## src/hdl/jss_pkg.sv

```systemverilog
// jss_pkg: shared types and constants of the jacobi stencil sweep block
`default_nettype none

package jss_pkg;

  localparam int DATA_W  = 32;
  localparam int COLS_W  = 10;
  localparam int ROWS_W  = 13;
  localparam int PADDR_W = 3;
  localparam int PDATA_W = 32;

  localparam logic [COLS_W-1:0] COLS_RST = COLS_W'(16);
  localparam logic [ROWS_W-1:0] ROWS_RST = ROWS_W'(16);

  // configuration register index, taken from paddr[2]
  typedef enum logic [0:0] {
    REG_COLS = 1'b0,
    REG_ROWS = 1'b1
  } cfg_reg_e;

  // one line store entry: the row two above and the row just above
  typedef struct packed {
    logic [DATA_W-1:0] upper;
    logic [DATA_W-1:0] middle;
  } line_word_t;

  // line store control from the raster counters
  typedef struct packed {
    logic accept;
    logic wrap;
  } ls_ctrl_t;

  // per result tag that travels with the update pipeline
  typedef struct packed {
    logic last;
    logic fresh;
  } upd_tag_t;

endpackage

`default_nettype wire

```

## src/hdl/jss_out_if.sv

```systemverilog
// jss_out_if: request channel carrying one updated interior cell
`default_nettype none

interface jss_out_if import jss_pkg::*; ();
  logic                     valid;
  logic                     ready;
  logic signed [DATA_W-1:0] new_value;
  logic        [DATA_W-1:0] max_diff;
  logic                     sweep_last;

  modport source (output valid, output new_value, output max_diff, output sweep_last,
                  input ready);
  modport sink   (input valid, input new_value, input max_diff, input sweep_last,
                  output ready);
endinterface

`default_nettype wire

```

## src/hdl/jss_update.sv

```systemverilog
// jss_update: three stage pipeline for the stencil sum, change and running maximum
`default_nettype none

module jss_update import jss_pkg::*; (
  input  wire logic              clk_i,
  input  wire logic              rst_ni,
  input  wire logic              req_valid_i,
  input  wire upd_tag_t          tag_i,
  input  wire logic [DATA_W-1:0] centre_i,
  input  wire logic [DATA_W-1:0] upper_i,
  input  wire logic [DATA_W-1:0] left_i,
  input  wire logic [DATA_W-1:0] right_i,
  input  wire logic [DATA_W-1:0] cell_i,
  output logic                   ready_o,
  jss_out_if.source              out_o
);

  localparam int SUM_W = DATA_W + 2;

  // stage 1: new value
  logic              s1_v_q;
  upd_tag_t          s1_tag_q;
  logic [DATA_W-1:0] s1_nv_q, s1_centre_q;
  // stage 2: absolute change
  logic              s2_v_q;
  upd_tag_t          s2_tag_q;
  logic [DATA_W-1:0] s2_nv_q, s2_ad_q;
  // output register
  logic              o_v_q;
  logic              o_last_q;
  logic [DATA_W-1:0] o_nv_q, o_max_q;

  logic o_rdy, s2_rdy, s1_rdy;
  logic [SUM_W-1:0]  sum;
  logic [DATA_W:0]   d_pos, d_neg;
  logic [DATA_W-1:0] ad, base, max_d;

  assign o_rdy   = !o_v_q || out_o.ready;
  assign s2_rdy  = !s2_v_q || o_rdy;
  assign s1_rdy  = !s1_v_q || s2_rdy;
  assign ready_o = s1_rdy;

  // four neighbour sum, floor divide by four
  assign sum = {{2{upper_i[DATA_W-1]}}, upper_i} + {{2{left_i[DATA_W-1]}}, left_i}
             + {{2{right_i[DATA_W-1]}}, right_i} + {{2{cell_i[DATA_W-1]}}, cell_i};

  // both differences in parallel, keep the non-negative one
  assign d_pos = {s1_centre_q[DATA_W-1], s1_centre_q} - {s1_nv_q[DATA_W-1], s1_nv_q};
  assign d_neg = {s1_nv_q[DATA_W-1], s1_nv_q} - {s1_centre_q[DATA_W-1], s1_centre_q};
  assign ad    = d_pos[DATA_W] ? d_neg[DATA_W-1:0] : d_pos[DATA_W-1:0];

  // running maximum restarts on the first result of a sweep
  assign base  = s2_tag_q.fresh ? '0 : o_max_q;
  assign max_d = (s2_ad_q > base) ? s2_ad_q : base;

  always_ff @(posedge clk_i or negedge rst_ni) begin
    if (!rst_ni) begin
      s1_v_q <= 1'b0;
      s2_v_q <= 1'b0;
      o_v_q  <= 1'b0;
    end else begin
      if (s1_rdy) s1_v_q <= req_valid_i;
      if (s2_rdy) s2_v_q <= s1_v_q;
      if (o_rdy)  o_v_q  <= s2_v_q;
    end
  end

  // payload stages
  always_ff @(posedge clk_i) begin
    if (s1_rdy && req_valid_i) begin
      s1_tag_q    <= tag_i;
      s1_nv_q     <= sum[SUM_W-1:2];
      s1_centre_q <= centre_i;
    end
    if (s2_rdy && s1_v_q) begin
      s2_tag_q <= s1_tag_q;
      s2_nv_q  <= s1_nv_q;
      s2_ad_q  <= ad;
    end
    if (o_rdy && s2_v_q) begin
      o_last_q <= s2_tag_q.last;
      o_nv_q   <= s2_nv_q;
      o_max_q  <= max_d;
    end
  end

  assign out_o.valid      = o_v_q;
  assign out_o.new_value  = o_nv_q;
  assign out_o.max_diff   = o_max_q;
  assign out_o.sweep_last = o_last_q;

endmodule

`default_nettype wire

```

## src/flat_wrapper.sv

```systemverilog
// flat-port wrapper written by rule: the top's interface ports become plain ports
module jss_update_flat import jss_pkg::*;
  (clk_i, rst_ni, req_valid_i, tag_i, centre_i, upper_i, left_i, right_i, cell_i, ready_o, out_o_valid, out_o_new_value, out_o_max_diff, out_o_sweep_last, out_o_ready);
  jss_out_if out_o_i ();
  input  wire logic clk_i;
  input  wire logic rst_ni;
  input  wire logic req_valid_i;
  input  wire upd_tag_t tag_i;
  input  wire logic [DATA_W-1:0] centre_i;
  input  wire logic [DATA_W-1:0] upper_i;
  input  wire logic [DATA_W-1:0] left_i;
  input  wire logic [DATA_W-1:0] right_i;
  input  wire logic [DATA_W-1:0] cell_i;
  output logic ready_o;
  output wire logic [$bits(out_o_i.valid)-1:0] out_o_valid;
  output wire logic [$bits(out_o_i.new_value)-1:0] out_o_new_value;
  output wire logic [$bits(out_o_i.max_diff)-1:0] out_o_max_diff;
  output wire logic [$bits(out_o_i.sweep_last)-1:0] out_o_sweep_last;
  input wire logic [$bits(out_o_i.ready)-1:0] out_o_ready;
  assign out_o_valid = out_o_i.valid;
  assign out_o_new_value = out_o_i.new_value;
  assign out_o_max_diff = out_o_i.max_diff;
  assign out_o_sweep_last = out_o_i.sweep_last;
  assign out_o_i.ready = out_o_ready;
  jss_update u_core (.clk_i(clk_i), .rst_ni(rst_ni), .req_valid_i(req_valid_i), .tag_i(tag_i), .centre_i(centre_i), .upper_i(upper_i), .left_i(left_i), .right_i(right_i), .cell_i(cell_i), .ready_o(ready_o), .out_o(out_o_i));
endmodule
```

## config.mk

```make
export PLATFORM = sky130hd
export DESIGN_NAME = jss_update_flat
export DESIGN_NICKNAME = d
export VERILOG_FILES = /design/src/hdl/jss_pkg.sv /design/src/hdl/jss_out_if.sv /design/src/hdl/jss_update.sv /design/src/flat_wrapper.sv
export SDC_FILE = /design/constraint.sdc
export NUM_CORES = 1
export LEC_CHECK = 0
export CAP_MARGIN = 20
export CORE_MARGIN = 3
export CORE_UTILIZATION = 45
export CTS_CLUSTER_SIZE = 40
export DETAILED_ROUTE_END_ITERATION = 10
export DONT_BUFFER_PORTS = 1
export HOLD_SLACK_MARGIN = 0.08
export REMOVE_ABC_BUFFERS = 1
export SLEW_MARGIN = 20
export SYNTH_ARGS = -nofsm -noshare
export SYNTH_HDL_FRONTEND = slang
export SYNTH_SLANG_ARGS = --single-unit
```

## constraint.sdc

```tcl
create_clock -name clk_i -period 7.8 [get_ports clk_i]
set_clock_uncertainty 0.1 [all_clocks]
set_input_delay 0.39 -clock clk_i [delete_from_list [all_inputs] [get_ports clk_i]]
set_output_delay 0.39 -clock clk_i [all_outputs]
set_load 0.1 [all_outputs]
```

======== Word level (Yosys, flattened, before mapping) ========
Cells that the tools add are included.
word-level totals
  output and inout bits ................... 67
  word-level logic and storage cells ...... 32
  flip-flop bits (word level) ............. 200
  bits of input ports ..................... 166
cells by class
  magnitude comparators ................... 1
  $add $sub $neg .......................... 5
  reduce and logical (&&, ||, !) cells .... 9
  muxes and demuxes ....................... 3
operator list
  kind                                            number
  32-bit 2-to-1 mux                               3
  34-bit adder                                    2
  32-bit by 32-bit adder with 33-bit output       1
  32-bit by 32-bit subtractor with 33-bit output  1
  32-bit greater-than comparator                  1
  32-bit subtractor                               1
  1-bit logical AND                               3
  1-bit zero test                                 3
  1-bit logical OR                                3

======== Logic depth before layout (Yosys ltp) ========
  word-level depth ........................ 5
  gate-level depth with buffers ........... 23
  mapped depth without buffers ............ 22

======== Worst setup path after synthesis ========
No wires, ideal clock.
  path type ............................... input to register
  start point ............................. in upper_i[6]
  end point ............................... reg u_core.s1_nv_q[31], data pin
  data required time ...................... 7440 ps
  setup time .............................. 260 ps
  cell stages on the path ................. 20
  setup slack ............................. 2635 ps
  buffers on the path ..................... 0
  data arrival time ....................... 4805 ps
  cell sequence ........................... ha_1 > a2111oi_0 > o21ai_0 > a41oi_1 > a211oi_1 > a31oi_1 > o21ai_0 > a21oi_1 > xnor2_1 > fa_1 > ha_1 > a21o_1 > a21o_1 > a221o_1 > nand2_1 > o211ai_1 > a2111oi_0 > o31ai_1 > a21oi_1 > xnor2_1
between the ends
  cells in the longest elaborated chain, start to end .. 3
RTL lines
  what                                       RTL line            text
  start: declaration                         flat_wrapper.sv:10  input wire logic [DATA_W-1:0] upper_i;
  32-bit by 32-bit adder with 33-bit output  jss_update.sv:44    assign sum = {{2{upper_i[DATA_W-1]}}, upper_i} + {{2{left_i[DATA_W-1]}}, left_i}
  34-bit adder (2 in series)                 jss_update.sv:45    + {{2{right_i[DATA_W-1]}}, right_i} + {{2{cell_i[DATA_W-1]}}, cell_i};
  via u_core.sum[33]                         jss_update.sv:34    logic [SUM_W-1:0] sum;
  end signal: assignment                     jss_update.sv:72    s1_nv_q <= sum[SUM_W-1:2];
  end: declaration                           jss_update.sv:23    logic [DATA_W-1:0] s1_nv_q, s1_centre_q;
The timed path passes the listed nets, and every way through them passes these cells.
A chain may end at the register's enable or synchronous reset.

======== Worst setup path in the final report ========
Same ends and word-level chain as after synthesis.

==> results.py <==
metrics = {
    "outcome": {
        "status": "finished clean",
    },
    "placement": {
        "place_area_um2": 15300,
        "numPortBuffers": 0,
        "hpwl_mm": 26.6,
        "place.gp.congestion": 0.874,
    },
    "sta": {
        "worst_slew_pin_slew_ns": 1.08,
        "hold_viol": 0,
        "fmax_mhz": 183,
        "slew_violations": 0,
        "period_minus_slack_ns": 5.45,
        "setup_violations": 0,
        "whs_ns": 0.320,
        "maxSlewHeadroom_pct": 27.8,
        "period_share_pct": 69.9,
        "grt_setup_unrepaired": "false",
        "setup-tns-final_ns": 0,
    },
    "clock_network": {
        "cts_tree": "yes",
        "h-tree-depth": 4,
        "root_buffer": "clkbuf_16",
        "clockBufferDepth": 2,
        "clk_pin_slew_worst_paths_ns": 0.08,
        "clkLatencyLatePin_ns": 0.44,
        "postCtsSetupRepairBufs": 0,
        "clock_sinks": 200,
        "cts_buffers": 17,
    },
    "hold_path": {
        "min_to": "u_core.out_o.new_value[31]",
        "holdPathStages": 0,
        "hold_class": "reg -> reg",
        "worstHoldStart": "u_core.s2_nv_q[31]",
    },
    "synth": {
        "yosysUniqueCellTypes": 75,
        "synthAdderAreaFrac_pct": 18.2,
        "synth.yosys.seq_area_share_pct": 40.1,
        "synth-compound-area-share_pct": 17.2,
        "synth_top_family_by_area": "adder cells",
        "synthSimpleGateAreaFrac_pct": 11.0,
        "syn_avg_cell_area_um2": 10.4,
        "ys.flop_type": "edfxtp_1",
        "ys_ff_latch": 200,
        "synthXorXnorAreaFrac_pct": 5.22,
        "async_flop_share_pct": 1.50,
        "synthCells": 1436,
        "synthMuxAreaShare_pct": 3.24,
        "synth_edf_count": 197,
        "yosys_warnings": 0,
        "syn-cell-area_um2": 14900,
    },
    "final_layout": {
        "seq_area_um2": 5990,
        "drive_gt1_share_pct": 4.10,
        "final_nets": 1811,
        "multiInputGateArea_um2": 8190,
        "n_fill_cell": 2971,
        "area_growth_pct": 8.85,
        "layout_commonest_cell": "edfxtp_1",
        "fin_area_um2": 16200,
        "layout_common_cells": "edfxtp_1, ha_1, inv_1, a21oi_1, a21o_1",
    },
    "floorplanning": {
        "initial_core_util_pct": 45.7,
        "boundaryPins": 233,
        "dieArea_um2": 35400,
        "die_w_um": 188,
        "core_um2": 32600,
        "rows": 66,
        "die_h_um": 188,
    },
    "setup_path": {
        "worst-setup-path-type": "in -> reg",
        "rr_worst_depth": 11,
        "cp.arrival_ns": 5.54,
        "r2r_end": "u_core.out_o.max_diff[0]",
        "r2r-start": "u_core.out_o.max_diff[1]",
        "startpoint_type": "primary input",
        "crit_required_ns": 7.89,
        "crit_fanout": 4,
        "r2r_setup_slack_ns": 3.84,
        "endpoint_kind": "flip-flop",
    },
    "detailed_routing": {
        "ant_nets": 0,
        "via_per_inst": 5.45,
        "wl_mm": 33.4,
        "drt_iter0_markers": 445,
        "vias": 10400,
        "drc": 0,
        "wl_per_cell_um": 17.5,
        "drt_first_pass_iters": 5,
    },
    "flow_run": {
        "drv_cap": 0,
    },
    "power": {
        "cellPowerDensity_nw_per_um2": 415,
        "irDropWorstVdd_mv": 0.183,
        "power.leakage_uw": 0.00700,
    },
    "global_routing": {
        "antenna_found_initial": 3,
        "grt_pass1_vias": 10600,
        "grt_use_total_pct": 18.9,
        "grt_overflow": 0,
        "grt_max_degree": 67,
        "grt_pass1_wl_mm": 54.3,
    },
}
[what timing repair did]
item / CTS / global route
resized for setup: 0 / 0
hold endpoints to repair: 40 / 0
hold buffers: 38 / 0
[where the power goes]
part / switching [µW] / leakage [µW] / total, µW / internal (µW)
logic: 1820 / 0.00480 / 3180 / 1360
registers: 964 / 0.00194 / 2740 / 1770
clock network: 406 / 0.000264 / 821 / 415
total: 3190 / 0.00700 / 6740 / 3550
[per-stage QoR]
step | utilization, % | instances | power (µW) | worst slack [ns]
3_3_place_gp | 46.9 | 1835 | 5890 | 2.04
4_1_cts | 49.8 | 1904 | 6790 | 2.37
5_1_grt | 49.8 | 1907 | 7270 | 1.82
2_1_floorplan | - | 1389 | 5170 | 2.64
3_5_place_dp | 46.9 | 1835 | 5930 | 1.92
6_report | 49.8 | 1907 | 6740 | 2.35
[routing by layer]
metal,global-route usage [%],share of wire [%]
met5,0,0
met4,5.19,1.9
met3,4.41,5.7
met2,31.6,48
met1,24.7,45
[critical path, stage by stage]
cell and delay, ns:
ha_1 0.33, a2111oi_0 0.42, o21ai_0 0.22, a41oi_1 0.39, a211oi_1 0.17, a31oi_1 0.35
o21ai_0 0.15, a21oi_1 0.21, xnor2_1 0.16, fa_1 0.44, ha_1 0.24, a21o_1 0.19
a21o_1 0.17, a221o_1 0.36, nand2_1 0.09, o211ai_1 0.15, a2111oi_0 0.64, o31ai_1 0.16
a21oi_1 0.21, xnor2_1 0.09
[final cells by class]
| type | instances | share of cell area, % |
|---|---|---|
| timing repair buffer | 42 | 2.53 |
| multi-input combinational | 1043 | 50.4 |
| antenna | 3 | 0.0462 |
| inverter | 146 | 3.37 |
| clock buffer | 17 | 2.62 |
| sequential | 200 | 36.9 |
| clock inverter | 14 | 0.724 |
| tap | 442 | 3.40 |
[worst max path at each step]
stage | start | end | cells after the start | slack (ns)
6_report | upper_i[6] | u_core.s1_nv_q[31] | 20 | 2.35
5_1_grt | upper_i[6] | u_core.s1_nv_q[31] | 20 | 1.82
4_1_cts | upper_i[6] | u_core.s1_nv_q[31] | 20 | 2.37
3_5_place_dp | upper_i[6] | u_core.s1_nv_q[31] | 20 | 1.92
3_3_place_gp | upper_i[6] | u_core.s1_nv_q[31] | 20 | 2.04
2_1_floorplan | upper_i[6] | u_core.s1_nv_q[31] | 20 | 2.64
[flip-flops by register name, indices dropped and copies added, names as in the netlist]
name and count:
u_core.s2_ad_q 32, u_core.s2_v_q 1, u_core.s2_tag_q 2, u_core.out_o.new_value 32, u_core.s1_nv_q 32, u_core.s2_nv_q 32
u_core.out_o.sweep_last 1, u_core.s1_centre_q 32, u_core.out_o.valid 1, u_core.out_o.max_diff 32, u_core.s1_v_q 1, u_core.s1_tag_q 2
[synth_stat cells (all sizes together) (4+ instances only)]
| cell type | count | area share, % |
|---|---|---|
| a211o | 4 | 0.23 |
| a211oi | 10 | 0.50 |
| a21boi | 4 | 0.20 |
| a21o | 77 | 3.9 |
| a21oi | 123 | 4.2 |
| a221oi | 4 | 0.28 |
| a31o | 4 | 0.23 |
| a31oi | 14 | 0.59 |
| and2 | 8 | 0.34 |
| and3 | 12 | 0.50 |
| and4 | 4 | 0.23 |
| buf | 15 | 0.54 |
| clkbuf | 32 | 0.80 |
| edfxtp | 197 | 40 |
| fa | 36 | 4.8 |
| ha | 159 | 13 |
| inv | 146 | 3.7 |
| mux2i | 46 | 3.1 |
| nand2 | 76 | 1.9 |
| nand2b | 44 | 1.8 |
| nand3 | 38 | 1.3 |
| nand3b | 4 | 0.20 |
| nand4 | 18 | 0.75 |
| nor2 | 52 | 1.3 |
| nor2b | 15 | 0.63 |
| nor3 | 20 | 0.67 |
| nor3b | 4 | 0.20 |
| o2111ai | 4 | 0.23 |
| o211ai | 11 | 0.55 |
| o21a | 16 | 0.80 |
| o21ai | 65 | 2.2 |
| o21bai | 14 | 0.70 |
| o31a | 6 | 0.35 |
| o31ai | 9 | 0.45 |
| or2 | 8 | 0.34 |
| or3 | 6 | 0.29 |
| xnor2 | 59 | 3.5 |
| xor2 | 30 | 1.8 |
[cells by family after synthesis]
family,count (synthesis)
compound gates,394
simple gates,317
flops,200
fa+ha+maj,195
buf+inv,193
xor+xnor,89
mux,48
Power figures use the tool's default switching activity.
