$ cat src/hdl/jss_pkg.sv
// jss_pkg: shared types and constants of the jacobi stencil sweep block
`default_nettype none

package jss_pkg;

  localparam int DATA_W  = 32;
  localparam int COLS_W  = 10;
  localparam int ROWS_W  = 13;
  localparam int PADDR_W = 3;
  localparam int PDATA_W = 32;

  localparam logic [COLS_W-1:0] COLS_RST = COLS_W'(16);
  localparam logic [ROWS_W-1:0] ROWS_RST = ROWS_W'(16);

  // configuration register index, taken from paddr[2]
  typedef enum logic [0:0] {
    REG_COLS = 1'b0,
    REG_ROWS = 1'b1
  } cfg_reg_e;

  // one line store entry: the row two above and the row just above
  typedef struct packed {
    logic [DATA_W-1:0] upper;
    logic [DATA_W-1:0] middle;
  } line_word_t;

  // line store control from the raster counters
  typedef struct packed {
    logic accept;
    logic wrap;
  } ls_ctrl_t;

  // per result tag that travels with the update pipeline
  typedef struct packed {
    logic last;
    logic fresh;
  } upd_tag_t;

endpackage

`default_nettype wire

$ cat src/hdl/jss_cfg.sv
// jss_cfg: apb register file holding the grid dimensions
`default_nettype none

module jss_cfg import jss_pkg::*; (
  input  wire logic               clk_i,
  input  wire logic               rst_ni,
  input  wire logic               psel,
  input  wire logic               penable,
  input  wire logic               pwrite,
  input  wire logic [PADDR_W-1:0] paddr,
  input  wire logic [PDATA_W-1:0] pwdata,
  output logic      [PDATA_W-1:0] prdata,
  output logic                    pready,
  output logic      [COLS_W-1:0]  cols_o,
  output logic      [ROWS_W-1:0]  rows_o
);

  logic [COLS_W-1:0] cols_q, cols_d;
  logic [ROWS_W-1:0] rows_q, rows_d;
  cfg_reg_e          sel;
  logic              wr_en;

  assign pready = 1'b1;
  assign sel    = cfg_reg_e'(paddr[2]);
  assign wr_en  = psel && penable && pwrite;

  // register write decode
  always_comb begin
    cols_d = cols_q;
    rows_d = rows_q;
    if (wr_en) begin
      case (sel)
        REG_COLS: cols_d = pwdata[COLS_W-1:0];
        REG_ROWS: rows_d = pwdata[ROWS_W-1:0];
        default: ;
      endcase
    end
  end

  always_ff @(posedge clk_i or negedge rst_ni) begin
    if (!rst_ni) begin
      cols_q <= COLS_RST;
      rows_q <= ROWS_RST;
    end else begin
      cols_q <= cols_d;
      rows_q <= rows_d;
    end
  end

  // read mux
  always_comb begin
    case (sel)
      REG_COLS: prdata = PDATA_W'(cols_q);
      REG_ROWS: prdata = PDATA_W'(rows_q);
      default:  prdata = '0;
    endcase
  end

  assign cols_o = cols_q;
  assign rows_o = rows_q;

endmodule

`default_nettype wire

$ cat config.mk
export PLATFORM = sky130hd
export DESIGN_NAME = jss_cfg
export DESIGN_NICKNAME = d
export VERILOG_FILES = /design/src/hdl/jss_pkg.sv /design/src/hdl/jss_cfg.sv
export SDC_FILE = /design/constraint.sdc
export NUM_CORES = 1
export LEC_CHECK = 0
export BUFFER_PORTS_ARGS = -buffer_cell sky130_fd_sc_hd__buf_2
export CAP_MARGIN = 20
export CORE_UTILIZATION = 42
export DETAILED_ROUTE_END_ITERATION = 8
export PLACE_DENSITY = 0.88
export RECOVER_POWER = 50
export SYNTH_ARGS = -nofsm -noshare
export SYNTH_HDL_FRONTEND = slang
export SYNTH_SLANG_ARGS = --single-unit
$ cat constraint.sdc
create_clock -name clk_i -period 2.2 [get_ports clk_i]
set_input_delay 0.44 -clock clk_i [delete_from_list [all_inputs] [get_ports clk_i]]
set_output_delay 0.44 -clock clk_i [all_outputs]
set_load 0.02 [all_outputs]
# After elaboration in Yosys (flattened, before gate mapping)
# Cells that the tools add are included.
[word_totals]
inputBits = 40
ramBits = 0
output_inout_bits = 56
n_memories = 0
reg_bits = 23
romBits = 0
latchBits = 0
[classes]
mux = 1
div = 0
shift = 0
bitwise = 1
reduce_logical = 4
eq_ne = 0
n_mul = 0
magnitude_cmp = 0
add_sub_neg = 0
[ops]
columns = ["cell", "count"]
rows = [
  ["$pmux W32 S2", 1],
  ["$reduce_and A2 Y1", 2],
  ["$logic_and A1 B1 Y1", 2],
  ["$not A1 Y1", 1],
]

# Longest topological paths before layout
# Gate-level depths: netlist (run 1).
[depth]
depth_word = 3
ltp_mapped = 3
ltp_nobuf = 2

# Worst setup path after synthesis (run 1)
# Ideal clock, no wire load.
[synth_path]
path_kind = "input-to-output"
from = "input port paddr[2]"
to = "output port prdata[3]"
cell_stages = 2
arrival_ps = 1009
setup_slack_ps = 751
required_ps = 1760
path_cell_list = "buf_2 mux2_2"
[synth_between]
elab_chain_cells = 2
[synth_rtl]
columns = ["element", "line_no", "source"]
rows = [
  ["start, declared", "jss_cfg.sv:10", "input wire logic [PADDR_W-1:0] paddr,"],
  ["$not A1 Y1 (no line)", "-", ""],
  ["$pmux W32 S2 (*)", "jss_cfg.sv:52", "case (sel)"],
  ["end, declared", "jss_cfg.sv:12", "output logic [PDATA_W-1:0] prdata,"],
]
# Every way passes the cells marked *; elsewhere a longest branch is shown, timed or not. The select of a mux whose other input is x is not followed.

# Final worst setup path (run 1)
[layout_path]
from = "input port paddr[2]"
to = "output port prdata[9]"
# The elaborated chain is that of the path after synthesis.

==> results of run 1 <==
-- power by group --
group	internal [uW]	total (uW)	switching [uW]
Clock	67.8	196	128
Sequential	521	586	64.5
Combinational	212	540	328
Total	801	1320	521
-- metal layers --
metal	track usage, %	vias up
met4	5.36	0
li1	-	363
met3	3.02	0
met2	26.3	52
met5	0	-
met1	19.2	373
-- Yosys cell counts --
library cell and n:
mux2_2 23, dfrtp_1 21, buf_4 20, mux2_4 10, and2_1 3, buf_2 2
conb_1 2, dfstp_2 2, buf_6 1, nand4_2 1, nand4b_1 1
-- final timing paths --
check                            from    endpoint  slack [ps]
setup / recovery             paddr[2]   prdata[9]         500
hold / removal             pwdata[10]  rows_o[10]         340
setup reg to reg            rows_o[7]   rows_o[7]        1370
hold reg to reg            rows_o[10]  rows_o[10]         520
max in group asynchronous      rst_ni   cols_o[8]        1150
min in group asynchronous      rst_ni   cols_o[6]         350
-- stage by stage --
stage               setup WS, ps  total power (uW)  util, %  std cells  cell area [sq um]
CTS                          481              1370     53.2        172               1450
global route                 435              1400     51.6        172               1410
global placement             496              1150     52.2        168               1430
detailed placement           483              1170     52.2        168               1430
finish                       502              1320     51.6        172               1410
floorplan                    751              1000        -        104               1270
-- final cells by class --
cell class              count  area, sq um
clock buffers               3         22.5
well taps                  31         38.8
flip-flops and latches     23          578
clock inverters             1         5.00
multi-input cells          58          490
repair buffers             56          277
fillers                   251         1320
-- cell families (layout without fill, tap and decap cells) --
group	after synthesis	after routing	share of synthesized area, %
multiplexers	33	33	33.9
flip-flops	23	23	47.9
buffers and inverters	23	60	14.2
AND/OR/NAND/NOR	5	5	3.32
other	2	20	0.623
-- state kept, by name, summed over array words and instances (netlist names) --
register  cells
rows_o       13
cols_o       10
==> summary.md, run 1 <==
| Metric | Value |
|---|---|
| Post-route ant nets | `0` |
| Post-CTS Setup Bufs | `0` |
| Clk slew on worst S/H paths | `130 ps` |
| Layout Area Growth over Synthesis | `17.0%` |
| Startpoint Class | `input pin` |
| RSZ-0062 raised after global routing | `false` |
| Critical path depth | `3` |
| CP arrival | `1260 ps` |
| Worst path bufs/invs | `2` |
| DRT Pass-1 Iters | `3` |
| Total die area | `3090 sq um` |
| Max Fanout on Critical Path | `15` |
| Area contributors post-synth | `dfrtp_1 (44%), mux2_2 (21%), buf_4 (12%), mux2_4 (12%), dfstp_2 (4.4%)` |
| Setup crit end kind | `primary output` |
| Mapped Area | `1210 sq um` |
| Most Frequent Cell on Critical Path | `buf_2` |
| Row cnt | `19` |
| Max-cap viol count | `0` |
| Commonest non-fill, non-tap cell in the layout | `buf_2` |
| Pwr per Cell Area | `937 nW/um^2` |
| Layout cells sized above 1 | `59.6%` |
| Num CTS Buffers | `3` |
| CP Cell Sequence | `buf_2 -> mux2_2 -> buf_2` |
| Starting Density | `44.1%` |
| Leakage dissipation | `0.000742 uW` |
| Initial antenna violation count | `0` |
| Antenna Diode Count | `0` |
| Hold/Removal Path Class | `in -> reg` |
| DRC Markers | `0` |
| Die height | `55.6 microns` |
| GR Overflow Total | `0` |
| Slowest-stage cell, CP | `mux2_2` |
| Post-detail-place hpwl | `1630 microns` |
| Tmin final | `1700 ps` |
| Status | `finished, final reports clean` |
| Post-CTS Resized | `0` |
| CORE AREA | `2730 sq um` |
| Slew @ Worst Pin | `1200 ps` |
| Clock Path Buffers | `2` |
| CTS Root Cell | `clkbuf_4` |
| Synth Register Bits | `23` |
| Worst EP required | `1760 ps` |
| Clock Latency Late Sink | `300 ps` |
| Crit path max-delay family | `buffers and inverters` |
| Port bufs | `54` |
| Hold WS | `336 ps` |
| Io pins | `96` |
| Hold buffers post-CTS | `0` |
| Crit path kind | `in -> out` |
| Initial DRC count | `7` |
| Routed WL | `2210 microns` |
| Worst Skew | `0 ps` |
| # setup viols final | `0` |
| Leading area contributor after synthesis | `dfrtp_1` |
| Setup TNS | `0 ps` |
| CP peak stage delay | `380 ps` |
| CTS sink count | `23` |
| Total number of vias | `788` |
| Hold Violations, Final | `0` |
| DR WL met3 | `155 microns` |
| Vias in the first global route | `791` |
| R2R depth | `1` |
| Max Clock Freq | `589 MHz` |
| Slew HR | `19.7%` |
| Commonest cells after routing, fill and taps aside | `buf_2 (53), mux2_2 (23), dfrtp_1 (21)` |
| Chip width | `55.6 microns` |
| Slew Viols, Final | `0` |
| CTS tree | `built` |
| Met2 wire len | `1100 microns` |
| H-tree depth | `1` |
| Post-detailed-route via-to-cell ratio | `4.58` |
| Worst vdd ir | `722 uV` |
| Syn_area_per_cell | `14.0 sq um` |
| Cell variety after synth | `11` |
| Seq/Total Area, Yosys | `47.9%` |
| First-pass GRT wire length | `3660 microns` |
| Placer congestion estimate | `0.674` |
| Wire per inst | `12.8 microns` |
| Largest net degree at the start of global routing | `24` |
| Final period util | `77.2%` |
| Top-area cell type share of the netlist area | `43.6%` |
| Max Used Layer | `met3` |
| Final net count | `182` |
| Met1 WL | `953 microns` |
| Total track usage | `15.3%` |
| Hold Path Stages | `2` |
| Synth Instances | `86` |
| Synth Warn # | `0` |
(Power assumes the default switching activity.)
==> run 2: changes to the inputs <==
--- a/config.mk
+++ b/config.mk
@@ -7,9 +7,9 @@
 export LEC_CHECK = 0
 export BUFFER_PORTS_ARGS = -buffer_cell sky130_fd_sc_hd__buf_2
 export CAP_MARGIN = 20
-export CORE_UTILIZATION = 42
+export CORE_UTILIZATION = 35
 export DETAILED_ROUTE_END_ITERATION = 8
-export PLACE_DENSITY = 0.88
+export PLACE_DENSITY = 0.79
 export RECOVER_POWER = 50
 export SYNTH_ARGS = -nofsm -noshare
 export SYNTH_HDL_FRONTEND = slang
==> constraint.sdc (replaced) <==
create_clock -name clk_i -period 1.5 [get_ports clk_i]
set_input_delay 0.3 -clock clk_i [delete_from_list [all_inputs] [get_ports clk_i]]
set_output_delay 0.3 -clock clk_i [all_outputs]
set_load 0.02 [all_outputs]
==> run 2 against run 1 <==
  * Die area increased by 19%
  * Hold slack got worse by 130 ps
  * Setup slack got worse by 460 ps
  * Global-route usage decreased by 2.0 points
  * Sequential cell count unchanged
  * Final cell count increased by 9.9%
  * Sequential share of layout area decreased by 1.2 points
  * Utilization decreased by 5.5 points
  * Combinational power increased by 51%
  * Sequential power increased by 47%
  * Register-to-register slack got worse by 820 ps
  * First-iteration DRC count decreased by 86%
  * Largest power group unchanged
  * Highest routed layer unchanged
==> summary.md, run 2 (same netlist as run 1, synthesis figures left out) <==
| Metric | Value |
|---|---|
| Status | `finished, final reports clean` |
| Commonest non-fill, non-tap cell in the layout | `buf_2` |
| Clock Path Buffers | `2 (unchanged)` |
| Crit path kind | `reg -> out` |
| CORE AREA | `3150 sq um (+15%)` |
| DR WL met3 | `141 microns (-9.0%)` |
| Max Used Layer | `met3` |
| Final instance area | `1460 sq um (+3.1%)` |
| Starting Density | `38.3% (-5.9 points)` |
| Io pins | `96 (unchanged)` |
| Share of total power in the clock network | `14.6% (-0.2 points)` |
| Internal power | `1200 uW (+50%)` |
| Register area | `578 sq um (unchanged)` |
| Slew Viols, Final | `0 (unchanged)` |
| DRT Pass-1 Iters | `2 (-1)` |
| Hold Violations, Final | `0 (unchanged)` |
| Startpoint Class | `register` |
| CP startpoint | `rows_o[6]` |
| Layout Area Growth over Synthesis | `20.6%` |
| Psw | `762 uW (+46%)` |
| Total track usage | `13.4% (-2.0 points)` |
| CTS Root Cell | `clkbuf_4` |
| Met1 WL | `1000 microns (+4.9%)` |
| Layout fillers | `288 (+15%)` |
| Number of flip-flops under the largest register name | `13 (unchanged)` |
| Worst vdd ir | `625 uV (-13%)` |
| Final period util | `96.9%` |
| # setup viols final | `0 (unchanged)` |
| Slew @ Worst Pin | `576 ps (-629 ps)` |
| Max Clock Freq | `688 MHz` |
| Clk slew on worst S/H paths | `130 ps (about the same)` |
| Wire per inst | `12.1 microns (-5.6%)` |
| Largest net degree at the start of global routing | `24 (unchanged)` |
| CP Cell Sequence | `mux2_2 -> buf_2` |
| Worst Skew | `0 ps (unchanged)` |
| Row cnt | `20 (+1)` |
| Layout cells sized above 1 | `60.0% (+0.43 points)` |
| CP arrival | `1150 ps (-110 ps)` |
| Final net count | `186 (+2.2%)` |
| Clock Latency Late Sink | `310 ps (about the same)` |
| Tmin final | `1450 ps` |
| Max-cap viol count | `0 (unchanged)` |
| Total die area | `3690 sq um (+19%)` |
| Port bufs | `54 (unchanged)` |
| Post-route ant nets | `0 (unchanged)` |
| R2R depth | `2 (+1)` |
| Pwr per Cell Area | `1350 nW/um^2 (+44%)` |
| Sw Ratio | `38.8% (-0.55 points)` |
| Antenna Diode Count | `0 (unchanged)` |
| DRC Markers | `0 (unchanged)` |
| Reg2reg start | `rows_o[6]` |
| Worst EP required | `1200 ps (-560 ps)` |
| Placer congestion estimate | `0.669 (-0.74%)` |
| Slowest-stage cell, CP | `dfrtp_1` |
| CP peak stage delay | `420 ps (+40 ps)` |
| Setup TNS | `0 ps (unchanged)` |
| Worst Setup EP | `prdata[6]` |
| Met2 wire len | `1150 microns (+4.5%)` |
| Post-detail-place hpwl | `1690 microns (+4.0%)` |
| Hold Path Stages | `2 (unchanged)` |
| CTS sink count | `23 (unchanged)` |
| Setup crit end kind | `primary output` |
| Total number of vias | `814 (+3.3%)` |
| Worst flop-to-flop path endpoint | `rows_o[6]` |
| Leakage dissipation | `0.000760 uW (+2.5%)` |
| Initial antenna violation count | `0 (unchanged)` |
| Commonest cells after routing, fill and taps aside | `buf_2 (53), mux2_2 (23), dfrtp_1 (21)` |
| Sequential share of power | `43.8% (-0.5 points)` |
| Comb pwr share | `41.6% (+0.7 points)` |
| Area occupied by multi-input gates | `488 sq um (-0.51%)` |
| Routed WL | `2290 microns (+3.8%)` |
| CTS tree | `built` |
| RSZ-0062 raised after global routing | `true` |
| Chip width | `60.7 microns (+9.2%)` |
| Max Fanout on Critical Path | `3 (-12)` |
| GR Overflow Total | `0 (unchanged)` |
| Worst reg2reg setup slack | `550 ps (-820 ps)` |
| Hold/Removal Path Class | `in -> reg` |
| Vias in the first global route | `778 (-1.6%)` |
| Slew HR | `61.6% (+42 points)` |
| Post-detailed-route via-to-cell ratio | `4.31 (-6.0%)` |
| Num CTS Buffers | `3 (unchanged)` |
| Die height | `60.7 microns (+9.2%)` |
| Initial DRC count | `1 (-6)` |
| First-pass GRT wire length | `3580 microns (-2.2%)` |
| H-tree depth | `1 (unchanged)` |
| Placement Cell Area | `1450 sq um (+1.7%)` |
[run 2: cell types whose count changed in the layout (fill, tap and decap cells not counted)]
cell | previous run | this run
clkbuf_2 | 0 | 2
buf_4 | 0 | 2
clkinv_2 | 1 | 0
nand4_1 | 0 | 1
mux2_4 | 1 | 2
dlygate4sd3_1 | 0 | 1
mux2_1 | 9 | 8
nand4_2 | 1 | 0
[run 2: per-stage QoR]
stage               setup slack [ps]  instances  total power, uW  util [%]  hold slack [ps]
floorplan                        331        104             1470         -             4.41
global placement                63.4        182             1690      46.0              291
detailed placement              20.9        182             1720      46.0              305
CTS                             29.0        187             2010      47.1              206
global route                   -1.97        189             2080      46.2              197
finish                          46.5        189             1960      46.2              204
[run 2: layout make-up]
class,instances,area share [%]
Sequential cell,23,39.7
Tap cell,44,3.78
Clock buffer,4,1.81
Multi-Input combinational cell,58,33.5
Timing Repair Buffer,60,21.2
[run 2: routing by layer]
layer	vias to the layer above	global-route usage, %
li1	374	-
met1	387	16.1
met2	53	24.2
met3	0	1.92
met4	0	4.87
met5	-	0
[run 2: power by group through the flow]
stage | Sequential (uW) | Clock, uW | Combinational (uW)
CTS | 863 | 302 | 847
finish | 859 | 286 | 817
detailed placement | 872 | 0 | 845
floorplan | 1040 | 0 | 433
global route | 881 | 321 | 874
global placement | 858 | 0 | 831
[run 2: repair_timing]
item                                    4_1_cts  5_1_grt
hold buffers                                  1        0
endpoints found under the setup margin        0        2
buffers inserted                              0        2
hold endpoints to repair                     21        0
resized for setup                             0        0
[run 2: how the worst min path moves through the flow]
stage                          start  slack [ps]    endpoint
final                     pwdata[11]         200  rows_o[11]
after global routing      pwdata[11]         200  rows_o[11]
after CTS                 pwdata[11]         210  rows_o[11]
after detailed placement      rst_ni         300   cols_o[3]
after global placement        rst_ni         290   cols_o[3]
after floorplan               rst_ni           4   cols_o[0]
[run 2: worst max-delay path, delay by kind of cell (launching register included)]
family / cells / cell delay (ps)
flops: 1 / 420
buf+inv: 1 / 160
mux: 1 / 270
